### src/fep_pkg.sv
// ----------------------------------------------------------------------------
// fep_pkg: shared types and constants for the field element bit packer
// Widths of the stream fields, the bit accumulator and the result group.
// ----------------------------------------------------------------------------
package fep_pkg;

  localparam int ELEM_W  = 12;  // widest field element / data word
  localparam int BYTE_W  = 8;
  localparam int ACC_W   = 20;  // bit accumulator
  localparam int HELD_W  = 5;   // count of bits held
  localparam int MBITS_W = 4;   // element width register
  localparam int MAX_RES = 3;   // results one input item can cause
  localparam int CNT_W   = 2;   // holds 0..MAX_RES

  localparam logic [MBITS_W-1:0] M_MIN   = 4'd8;
  localparam logic [MBITS_W-1:0] M_MAX   = 4'd12;
  localparam logic [MBITS_W-1:0] M_RESET = 4'd10;

  // Register indexes on the configuration port
  localparam logic REG_PACK_DIR  = 1'b0;
  localparam logic REG_ELEM_BITS = 1'b1;

  // Results produced by one input item, emitted in order from index 0
  typedef struct packed {
    logic [CNT_W-1:0]              cnt;
    logic                          fin;
    logic [MAX_RES-1:0][ELEM_W-1:0] vals;
  } res_grp_t;

endpackage

### src/field_element_bit_packer.sv
// ----------------------------------------------------------------------------
// field_element_bit_packer: MSB-first converter between bytes and m-bit elements
// The first result of an item is offered in the cycle after its transfer.
// Throughput: one result per cycle while out_tready is high. A new item is
// taken when no result is held or as the last held one transfers, so
// unpacking runs at one item per cycle when the output does not stall.
// The rate is set by the single output serializer draining each result group.
// Reset (synchronous, rst_n low) empties the accumulator and output and loads
// the configuration defaults: unpack, 10-bit elements.
// ----------------------------------------------------------------------------
module field_element_bit_packer
  import fep_pkg::*;
(
  input  logic        clk,
  input  logic        rst_n,
  // input stream
  input  logic        in_tvalid,
  output logic        in_tready,
  input  logic [15:0] in_tdata,    // [11:0] data_in, [15:12] unused
  input  logic        in_tlast,    // final_item
  // result stream
  output logic        out_tvalid,
  input  logic        out_tready,
  output logic [15:0] out_tdata,   // [11:0] data_out, [15:12] zero
  output logic        out_tlast,   // run_end
  output logic        out_tuser,   // stream_end
  // configuration port
  input  logic        cfg_psel,
  input  logic        cfg_penable,
  input  logic        cfg_pwrite,
  input  logic [2:0]  cfg_paddr,
  input  logic [31:0] cfg_pwdata,
  output logic [31:0] cfg_prdata,
  output logic        cfg_pready
);

  logic               pack_dir_r;
  logic [MBITS_W-1:0] elem_bits_r;
  logic [ACC_W-1:0]   acc_r;
  logic [ACC_W-1:0]   acc_nxt;
  logic [HELD_W-1:0]  held_r;
  logic [HELD_W-1:0]  held_nxt;
  res_grp_t           grp;
  logic               can_load;
  logic               in_fire;
  logic               cfg_wr;

  assign cfg_pready = 1'b1;
  assign cfg_wr     = cfg_psel && cfg_penable && cfg_pwrite;
  assign in_tready  = can_load;
  assign in_fire    = in_tvalid && can_load;

  always_comb begin
    case (cfg_paddr[2])
      REG_PACK_DIR:  cfg_prdata = {31'b0, pack_dir_r};
      REG_ELEM_BITS: cfg_prdata = {{(32-MBITS_W){1'b0}}, elem_bits_r};
      default:       cfg_prdata = '0;
    endcase
  end

  always_ff @(posedge clk) begin
    if (!rst_n) begin
      pack_dir_r  <= 1'b0;
      elem_bits_r <= M_RESET;
    end else if (cfg_wr) begin
      case (cfg_paddr[2])
        REG_PACK_DIR:  pack_dir_r  <= cfg_pwdata[0];
        REG_ELEM_BITS: elem_bits_r <= cfg_pwdata[MBITS_W-1:0];
        default:       pack_dir_r  <= pack_dir_r;
      endcase
    end
  end

  // Any configuration write discards a partly collected stream.
  always_ff @(posedge clk) begin
    if (!rst_n || cfg_wr) begin
      acc_r  <= '0;
      held_r <= '0;
    end else if (in_fire) begin
      acc_r  <= acc_nxt;
      held_r <= held_nxt;
    end
  end

  fep_calc u_calc (
    .pack_dir   (pack_dir_r),
    .elem_bits  (elem_bits_r),
    .acc        (acc_r),
    .held       (held_r),
    .data_in    (in_tdata[ELEM_W-1:0]),
    .final_item (in_tlast),
    .grp        (grp),
    .acc_nxt    (acc_nxt),
    .held_nxt   (held_nxt)
  );

  fep_outbuf u_outbuf (
    .clk        (clk),
    .rst_n      (rst_n),
    .load       (in_fire),
    .grp        (grp),
    .can_load   (can_load),
    .out_tvalid (out_tvalid),
    .out_tready (out_tready),
    .out_tdata  (out_tdata),
    .out_tlast  (out_tlast),
    .out_tuser  (out_tuser)
  );

endmodule

### src/fep_calc.sv
// ----------------------------------------------------------------------------
// fep_calc: accumulator update for one input item
// Appends the item to the bit accumulator and splits off every complete
// element or byte, plus, when packing, the zero-padded flush byte on the final item.
// ----------------------------------------------------------------------------
module fep_calc
  import fep_pkg::*;
(
  input  logic               pack_dir,
  input  logic [MBITS_W-1:0] elem_bits,
  input  logic [ACC_W-1:0]   acc,
  input  logic [HELD_W-1:0]  held,
  input  logic [ELEM_W-1:0]  data_in,
  input  logic               final_item,
  output res_grp_t           grp,
  output logic [ACC_W-1:0]   acc_nxt,
  output logic [HELD_W-1:0]  held_nxt
);

  logic [MBITS_W-1:0] m;
  logic [HELD_W-1:0]  m5;
  logic [ELEM_W-1:0]  mask_m;
  logic [ACC_W-1:0]   acc1;
  logic [HELD_W-1:0]  h;
  logic [BYTE_W-1:0]  flush_byte;

  always_comb begin
    if (elem_bits < M_MIN) begin
      m = M_MIN;
    end else if (elem_bits > M_MAX) begin
      m = M_MAX;
    end else begin
      m = elem_bits;
    end
    m5     = {1'b0, m};
    mask_m = ELEM_W'((13'(1) << m) - 13'(1));

    grp.cnt  = '0;
    grp.fin  = final_item;
    grp.vals = '0;
    flush_byte = '0;

    if (!pack_dir) begin
      // Unpack: held stays below m, so one byte gives at most one element.
      acc1 = {acc[ACC_W-BYTE_W-1:0], data_in[BYTE_W-1:0]};
      h    = held + HELD_W'(BYTE_W);
      if (h >= m5) begin
        h           = h - m5;
        grp.vals[0] = ELEM_W'(acc1 >> h) & mask_m;
        grp.cnt     = CNT_W'(1);
      end
    end else begin
      // Pack: held stays below 8, so one element gives at most two bytes.
      acc1 = (acc << m) | {{(ACC_W-ELEM_W){1'b0}}, data_in & mask_m};
      h    = held + m5;
      if (h >= HELD_W'(BYTE_W)) begin
        h           = h - HELD_W'(BYTE_W);
        grp.vals[0] = {{(ELEM_W-BYTE_W){1'b0}}, BYTE_W'(acc1 >> h)};
        grp.cnt     = CNT_W'(1);
      end
      if (h >= HELD_W'(BYTE_W)) begin
        h           = h - HELD_W'(BYTE_W);
        grp.vals[1] = {{(ELEM_W-BYTE_W){1'b0}}, BYTE_W'(acc1 >> h)};
        grp.cnt     = CNT_W'(2);
      end
      // Leftover bits go out at the top of one byte, zeros below.
      flush_byte = BYTE_W'(acc1 << (HELD_W'(BYTE_W) - h));
      if (final_item && h != '0) begin
        case (grp.cnt)
          2'd0:    grp.vals[0] = {{(ELEM_W-BYTE_W){1'b0}}, flush_byte};
          2'd1:    grp.vals[1] = {{(ELEM_W-BYTE_W){1'b0}}, flush_byte};
          default: grp.vals[2] = {{(ELEM_W-BYTE_W){1'b0}}, flush_byte};
        endcase
        grp.cnt = grp.cnt + CNT_W'(1);
      end
    end

    if (final_item) begin
      acc_nxt  = '0;
      held_nxt = '0;
    end else begin
      acc_nxt  = acc1 & ((ACC_W'(1) << h) - ACC_W'(1));
      held_nxt = h;
    end
  end

endmodule

### src/fep_outbuf.sv
// ----------------------------------------------------------------------------
// fep_outbuf: result group register and output serializer
// Holds the results of one input item and presents them one per transfer.
// ----------------------------------------------------------------------------
module fep_outbuf
  import fep_pkg::*;
(
  input  logic        clk,
  input  logic        rst_n,
  input  logic        load,
  input  res_grp_t    grp,
  output logic        can_load,
  output logic        out_tvalid,
  input  logic        out_tready,
  output logic [15:0] out_tdata,   // [11:0] data_out, [15:12] zero
  output logic        out_tlast,   // run_end
  output logic        out_tuser    // stream_end
);

  logic [CNT_W-1:0]               cnt_r;
  logic [CNT_W-1:0]               pos_r;
  logic                           fin_r;
  logic [MAX_RES-1:0][ELEM_W-1:0] vals_r;
  logic                           take;
  logic                           last_one;

  assign out_tvalid = (pos_r != cnt_r);
  assign last_one   = (pos_r == cnt_r - CNT_W'(1));
  assign take       = out_tvalid && out_tready;
  // A new group may load once the held one is gone or its last transfer ends now.
  assign can_load   = !out_tvalid || (take && last_one);

  assign out_tdata  = {{(16-ELEM_W){1'b0}}, vals_r[pos_r]};
  assign out_tlast  = last_one;
  assign out_tuser  = fin_r;

  always_ff @(posedge clk) begin
    if (!rst_n) begin
      cnt_r <= '0;
      pos_r <= '0;
    end else if (load) begin
      cnt_r <= grp.cnt;
      pos_r <= '0;
    end else if (take) begin
      pos_r <= pos_r + CNT_W'(1);
    end
  end

  always_ff @(posedge clk) begin
    if (load) begin
      vals_r <= grp.vals;
      fin_r  <= grp.fin;
    end
  end

endmodule

### config.mk
export PLATFORM = sky130hd
export DESIGN_NAME = field_element_bit_packer
export DESIGN_NICKNAME = d
export VERILOG_FILES = /design/src/fep_pkg.sv /design/src/field_element_bit_packer.sv /design/src/fep_calc.sv /design/src/fep_outbuf.sv
export SDC_FILE = /design/constraint.sdc
export NUM_CORES = 1
export LEC_CHECK = 0
export ABC_AREA = 1
export CORE_MARGIN = 5
export CORE_UTILIZATION = 25
export DETAILED_ROUTE_END_ITERATION = 7
export DONT_BUFFER_PORTS = 1
export GPL_ROUTABILITY_DRIVEN = 0
export PLACE_DENSITY = 0.4
export SLEW_MARGIN = 20
export SYNTH_ARGS = -nofsm -noshare
export SYNTH_HDL_FRONTEND = slang
export SYNTH_SLANG_ARGS = --single-unit
export TNS_END_PERCENT = 1
### constraint.sdc
create_clock -name clk -period 3.7 [get_ports clk]
set_input_delay 0.37 -clock clk [delete_from_list [all_inputs] [get_ports clk]]
set_output_delay 0.37 -clock clk [all_outputs]
set_load 0.01 [all_outputs]
# Word level (Yosys, flattened, before mapping)
# Cells that the tools add are included.
[totals]
reg_bits = 71
input_bits = 59
word_cells = 90
[op_classes]
add_sub_neg = 11
order_cmp = 6
n_eq_ne = 3
shift = 7
n_mux = 27
bitwise_logic = 8
n_reduce_logical = 17
[ops]
columns = ["operator", "count"]
rows = [
  ["32-bit one-hot mux with 2 select lines", 1],
  ["20-bit two-way mux", 2],
  ["20-bit by 5-bit right shift with 8-bit output", 2],
  ["12-bit two-way mux", 3],
  ["5-bit two-way mux", 7],
  ["8-bit two-way mux", 4],
  ["12-bit AND", 2],
  ["12-bit binary-select mux with 2-bit select", 1],
  ["24-bit two-way mux", 1],
  ["20-bit AND", 1],
  ["20-bit by 12-bit bitwise OR with 20-bit output", 1],
  ["1-bit by 5-bit left shift with 20-bit output (first input constant)", 1],
  ["20-bit by 4-bit left shift with 20-bit output", 1],
  ["20-bit by 5-bit left shift with 8-bit output", 1],
  ["20-bit by 5-bit right shift with 12-bit output", 1],
  ["20-bit by 1-bit subtractor with 20-bit output (second input constant)", 1],
  ["1-bit by 4-bit left shift with 12-bit output (first input constant)", 1],
  ["12-bit by 2-bit subtractor with 12-bit output (second input constant)", 1],
  ["5-bit by 4-bit >= comparator with 1-bit output (second input constant)", 2],
  ["5-bit by 4-bit subtractor with 5-bit output (second input constant)", 2],
  ["2-bit two-way mux", 4],
  ["4-bit two-way mux", 2],
  ["1-bit logical AND", 6],
  ["2-bit AND reduction", 3],
  ["21 further kinds", 28],
]

# Longest topological paths before layout
[logic_depth]
word_depth = 15
depth_mapped = 28
mapped_depth_nobuf = 27

# Cells and area by module
# A second synthesis with hierarchy kept.
[unflattened]
cells_unflattened = 1201
hier_area_um2 = 7703.6
[by_module_without_submodules]
columns = ["module", "instances", "cells_each", "area_each_um2", "seq_area_each_um2"]
rows = [
  ["fep_calc", 1, 886, 4629.4, 0.0],
  ["fep_outbuf", 1, 133, 1625.3, 1191.1],
  ["field_element_bit_packer", 1, 182, 1448.9, 600.6],
]

# Worst setup path after synthesis
# No wires, ideal clock.
[synth_timing]
path_kind = "register -> register"
startpoint = "reg elem_bits_r[3]"
endpoint = "reg acc_r[4]"
setup_ns = 0.070
t_arrival_ns = 3.735
t_required_ns = 3.630
setup_slack_ns = -0.105
stages_incl_launch_ff = 25
period_less_slack_ns = 3.805
cell_sequence = "dfxtp_1 > inv_1 > nor2_2 > nand2_1 > buf_2 > ha_1 > inv_1 > ha_1 > clkbuf_1 > clkinv_1 > clkbuf_1 > ha_1 > nand2_2 > nor2_4 > o21ai_4 > nand2_2 > nand2_2 > nand3_2 > nand2_2 > nand2_1 > ha_1 > nand2_1 > xor2_1 > nand3_1 > a21oi_1"
[synth_between]
elab_chain_cells = 15
[synth_lines]
columns = ["item", "line", "source"]
rows = [
  ["start, declared", "field_element_bit_packer.sv:38", "logic [MBITS_W-1:0] elem_bits_r;"],
  ["start signal, assigned", "field_element_bit_packer.sv:68", "REG_ELEM_BITS: elem_bits_r <= cfg_pwdata[MBITS_W-1:0];"],
  ["4-bit > comparator", "fep_calc.sv:30", "end else if (elem_bits > M_MAX) begin"],
  ["4-bit two-way mux", "fep_calc.sv:30", ""],
  ["4-bit two-way mux (*)", "fep_calc.sv:28", "if (elem_bits < M_MIN) begin"],
  ["5-bit by 4-bit adder with 5-bit output", "fep_calc.sv:55", "h = held + m5;"],
  ["5-bit by 4-bit subtractor with 5-bit output / 5-bit by 4-bit >= comparator with 1-bit output (equally long branches)", "fep_calc.sv:57, fep_calc.sv:56", ""],
  ["5-bit two-way mux", "fep_calc.sv:56", "if (h >= HELD_W'(BYTE_W)) begin"],
  ["5-bit two-way mux", "fep_calc.sv:43", "if (!pack_dir) begin"],
  ["5-bit by 4-bit subtractor with 5-bit output / 5-bit by 4-bit >= comparator with 1-bit output (equally long branches)", "fep_calc.sv:62, fep_calc.sv:61", ""],
  ["5-bit two-way mux", "fep_calc.sv:61", "if (h >= HELD_W'(BYTE_W)) begin"],
  ["5-bit two-way mux (2 in series)", "fep_calc.sv:43", ""],
  ["1-bit by 5-bit left shift with 20-bit output", "fep_calc.sv:82", "acc_nxt = acc1 & ((ACC_W'(1) << h) - ACC_W'(1));"],
  ["20-bit by 1-bit subtractor with 20-bit output", "fep_calc.sv:82", ""],
  ["20-bit AND (*)", "fep_calc.sv:82", ""],
  ["20-bit two-way mux (*)", "fep_calc.sv:78", "if (final_item) begin"],
  ["end signal, assigned", "field_element_bit_packer.sv:80", "acc_r <= acc_nxt;"],
  ["end, declared", "field_element_bit_packer.sv:39", "logic [ACC_W-1:0] acc_r;"],
]
# Every way passes the cells marked *; elsewhere a longest branch is shown, timed or not. The select of a mux whose other input is x is not followed.
# A chain may end at the register's enable or synchronous reset.

==> run summary <==
status = complete, no violations
number of antenna violations at the first check in global routing = 2
Critical Path AT = 3.56 ns
share of layout cells above drive strength 1 = 0.130
clock tree from TritonCTS = yes
Least-Margin Pin Slew = 0.660 ns
via-per-instance ratio = 4.72
synthesized area per cell = 6.11 µm²
most frequent cells in the layout = 286 x nand2_1, 124 x o21ai_0, 88 x inv_1
number of iterations in the first detailed-routing pass = 5
DR iter-0 viols = 407
global-route wire length before repair = 34.4 mm
largest net degree at the start of global routing = 32
final sum of negative setup slack = 0 ns
grt peak-use layer = met2
FF+latch count, synth = 55
global routing usage on met2 = 0.251
minimum period implied by the final worst setup slack = 3.39 ns
Setup crit start kind = register
power density normalized to cell area = 444 nW/µm²
overall fraction of global-route tracks in use = 0.154
leakage power = 2.84 nW
detailed-route via count = 6323
clk slew on worst S/H paths = 0.09 ns
cells after synthesis = 1012
die span in x = 167 µm
library cell with the largest summed area after synthesis = nand2_1
critical path type = reg2reg
deepest level of the CTS H-tree = 2
Final Hold Vio Count = 0
Port Buffers = 0
highest attainable clock frequency = 295 MHz
Worst slew margin = 0.559
end of the worst register-to-register path = u_outbuf.vals_r[0]
total I/O pin count = 112
number of global-route vias before repair = 6010
total setup violations reported at the end of the flow = 0
share of Yosys cell area claimed by the top area cell type = 0.178
Rows = 57
worst hold start = rst_n
TritonCTS buffer count = 5
Layout Cells excl Fill = 1339
largest voltage drop on the vdd net = 0.203 mV
total placed cells including tap cells = 1327
leftover overflow at the end of global routing = 0
unique cell type count in the Yosys netlist = 55
unrepaired setup endpoints after global routing = true
Synth area leaders = nand2_1 18%, edfxtp_1 14%, o21ai_0 10%, dfxtp_1 8.4%, nand3_1 6.1%
average wire per standard cell = 16.4 µm
core area = 24300 µm²
WL final = 22.0 mm
Area Overhead vs Synth = 11.3%
Slew Limit Fails = 0
most common library cell in the layout ignoring fill and taps = nand2_1
maximum fanout along the worst path = 10
EDFF count, synth = 29
Clock Sink Count = 55
worst hold path depth = 1
remaining antenna violation count = 0
y dimension of the die = 167 µm
setup slack, reg-to-reg = 0.31 ns
clock insertion delay at the later pin of the skew report = 0.31 ns
synthesized cell area = 6190 µm²
share of async-settable or async-resettable flops after synthesis = 0
critical path endpoint category = register
Inserted Diodes = 0
number of maximum-capacitance constraint violations = 0
class of the worst hold path = in2reg
post-route clock skew = 0.0130 ns
final-stage net count = 1087
grt met3 use = 0.0266
share of the clock period used by the worst path = 0.915
Synth Flop Type = edfxtp_1
critical path data required time = 3.88 ns
root cell of the clock tree = clkbuf_16
met1 Resource Use GR = 0.213
sequential area share after synthesis = 0.225
number of warning messages in the yosys log = 0
Initial Utilization = 0.254
Post-DP HPWL = 18.2 mm
die outline area = 28000 µm²
path depth of the worst reg2reg path = 25
buffer levels on the longest clock path = 2
hold path endpoint = elem_bits_r[1]
FF-to-FF Start = elem_bits_r[3]
# DRC = 0
cells by family after synthesis:
logic type	after synthesis	share of synthesized area
AO/OA/AOI/OAI	237	0.218
XOR/XNOR	9	0.0152
adder cells (fa/ha/maj)	14	0.0295
buffers and inverters	187	0.142
flip-flops	55	0.225
multiplexers	5	0.00809
other	2	0.00121
AND/OR/NAND/NOR	503	0.362
metrics by stage:
stage	cell area (µm²)	worst slack, ns	hold slack [ns]	utilization	total power, mW
4_1_cts	6680	0.0240	0.142	0.275	2.98
3_3_place_gp	6530	0.104	0.458	0.268	2.47
2_1_floorplan	6320	0.0252	0.445	-	2.03
5_1_grt	6890	-0.0171	0.136	0.283	3.32
3_5_place_dp	6530	0.0523	0.462	0.268	2.45
6_report	6890	0.314	0.150	0.283	3.05
sequential cells by signal (all words and copies together), names as in the netlist:
name / flops
held_r: 5
u_outbuf.out_tuser: 1
elem_bits_r: 4
u_outbuf.cnt_r: 2
u_outbuf.vals_r: 28
pack_dir_r: 1
u_outbuf.pos_r: 2
acc_r: 12
critical path, stage by stage, from the launching register on:
cell and delay, ns:
dfxtp_2 0.35, inv_1 0.06, nor2_2 0.10, nand2_2 0.08
ha_4 0.27, inv_1 0.06, ha_1 0.17, inv_1 0.06
nand2_1 0.09, nand2_2 0.08, nand2_1 0.06, nand2_2 0.12
nand2_8 0.05, inv_1 0.07, ha_2 0.30, inv_1 0.21
nand2_1 0.12, nand4_2 0.15, nand2_2 0.08, inv_2 0.15
nand3_1 0.16, nor2_1 0.17, nand2_1 0.07, nand2_1 0.07
nand2_1 0.04, nand2_1 0.10
layout make-up:
type / instances / area, µm²
multi-input cells: 805 / 4210
clock inverters: 3 / 27.5
well taps: 324 / 405
flip-flops and latches: 55 / 1390
fillers: 2773 / 17400
inverters: 105 / 398
clock buffers: 5 / 125
repair buffers: 42 / 328
per-layer routing:
metal  wire length, µm  vias to the layer above
li1                  -                     3298
met1             10500                     2853
met2             10000                      143
met3              1120                       25
met4               367                        4
met5                27                        -
worst max-delay path by stage:
| stage | cells after the start | from | endpoint |
|---|---|---|---|
| after floorplan | 27 | elem_bits_r[3] | acc_r[4] |
| after global placement | 26 | elem_bits_r[3] | acc_r[4] |
| after detailed placement | 26 | elem_bits_r[3] | acc_r[4] |
| after CTS | 26 | elem_bits_r[3] | acc_r[4] |
| after global routing | 26 | elem_bits_r[3] | acc_r[4] |
| final | 25 | elem_bits_r[3] | u_outbuf.vals_r[0] |
synthesized netlist by cell type, types with 3 or more instances:
master / number
nand2_1: 293
o21ai_0: 124
inv_1: 88
nand3_1: 75
nor2_1: 70
a21oi_1: 47
buf_4: 36
clkbuf_1: 33
edfxtp_1: 29
dfxtp_1: 26
o21ai_1: 19
nand2_2: 15
ha_1: 13
nand4_1: 12
inv_2: 10
o2111ai_1: 9
nor3_1: 8
o31ai_1: 8
buf_2: 6
clkinv_1: 6
nor2_2: 6
xor2_1: 6
a31oi_1: 5
mux2i_1: 5
buf_6: 4
nand2_4: 4
nand3_2: 4
o211ai_1: 4
o22ai_1: 4
or2_1: 4
a211oi_1: 3
buf_1: 3
nor2_4: 3
o21ai_2: 3
timing repair:
action	4_1_cts	5_1_grt
setup endpoints to repair	0	32
setup buffers	0	4
hold buffers	0	0
gates resized for setup	0	34
power by group:
part / total, mW / switching (mW) / internal (mW)
sequential: 0.746 / 0.0311 / 0.714
clock: 0.513 / 0.254 / 0.259
combinational: 1.80 / 1.24 / 0.559
(Power assumes the default switching activity.)
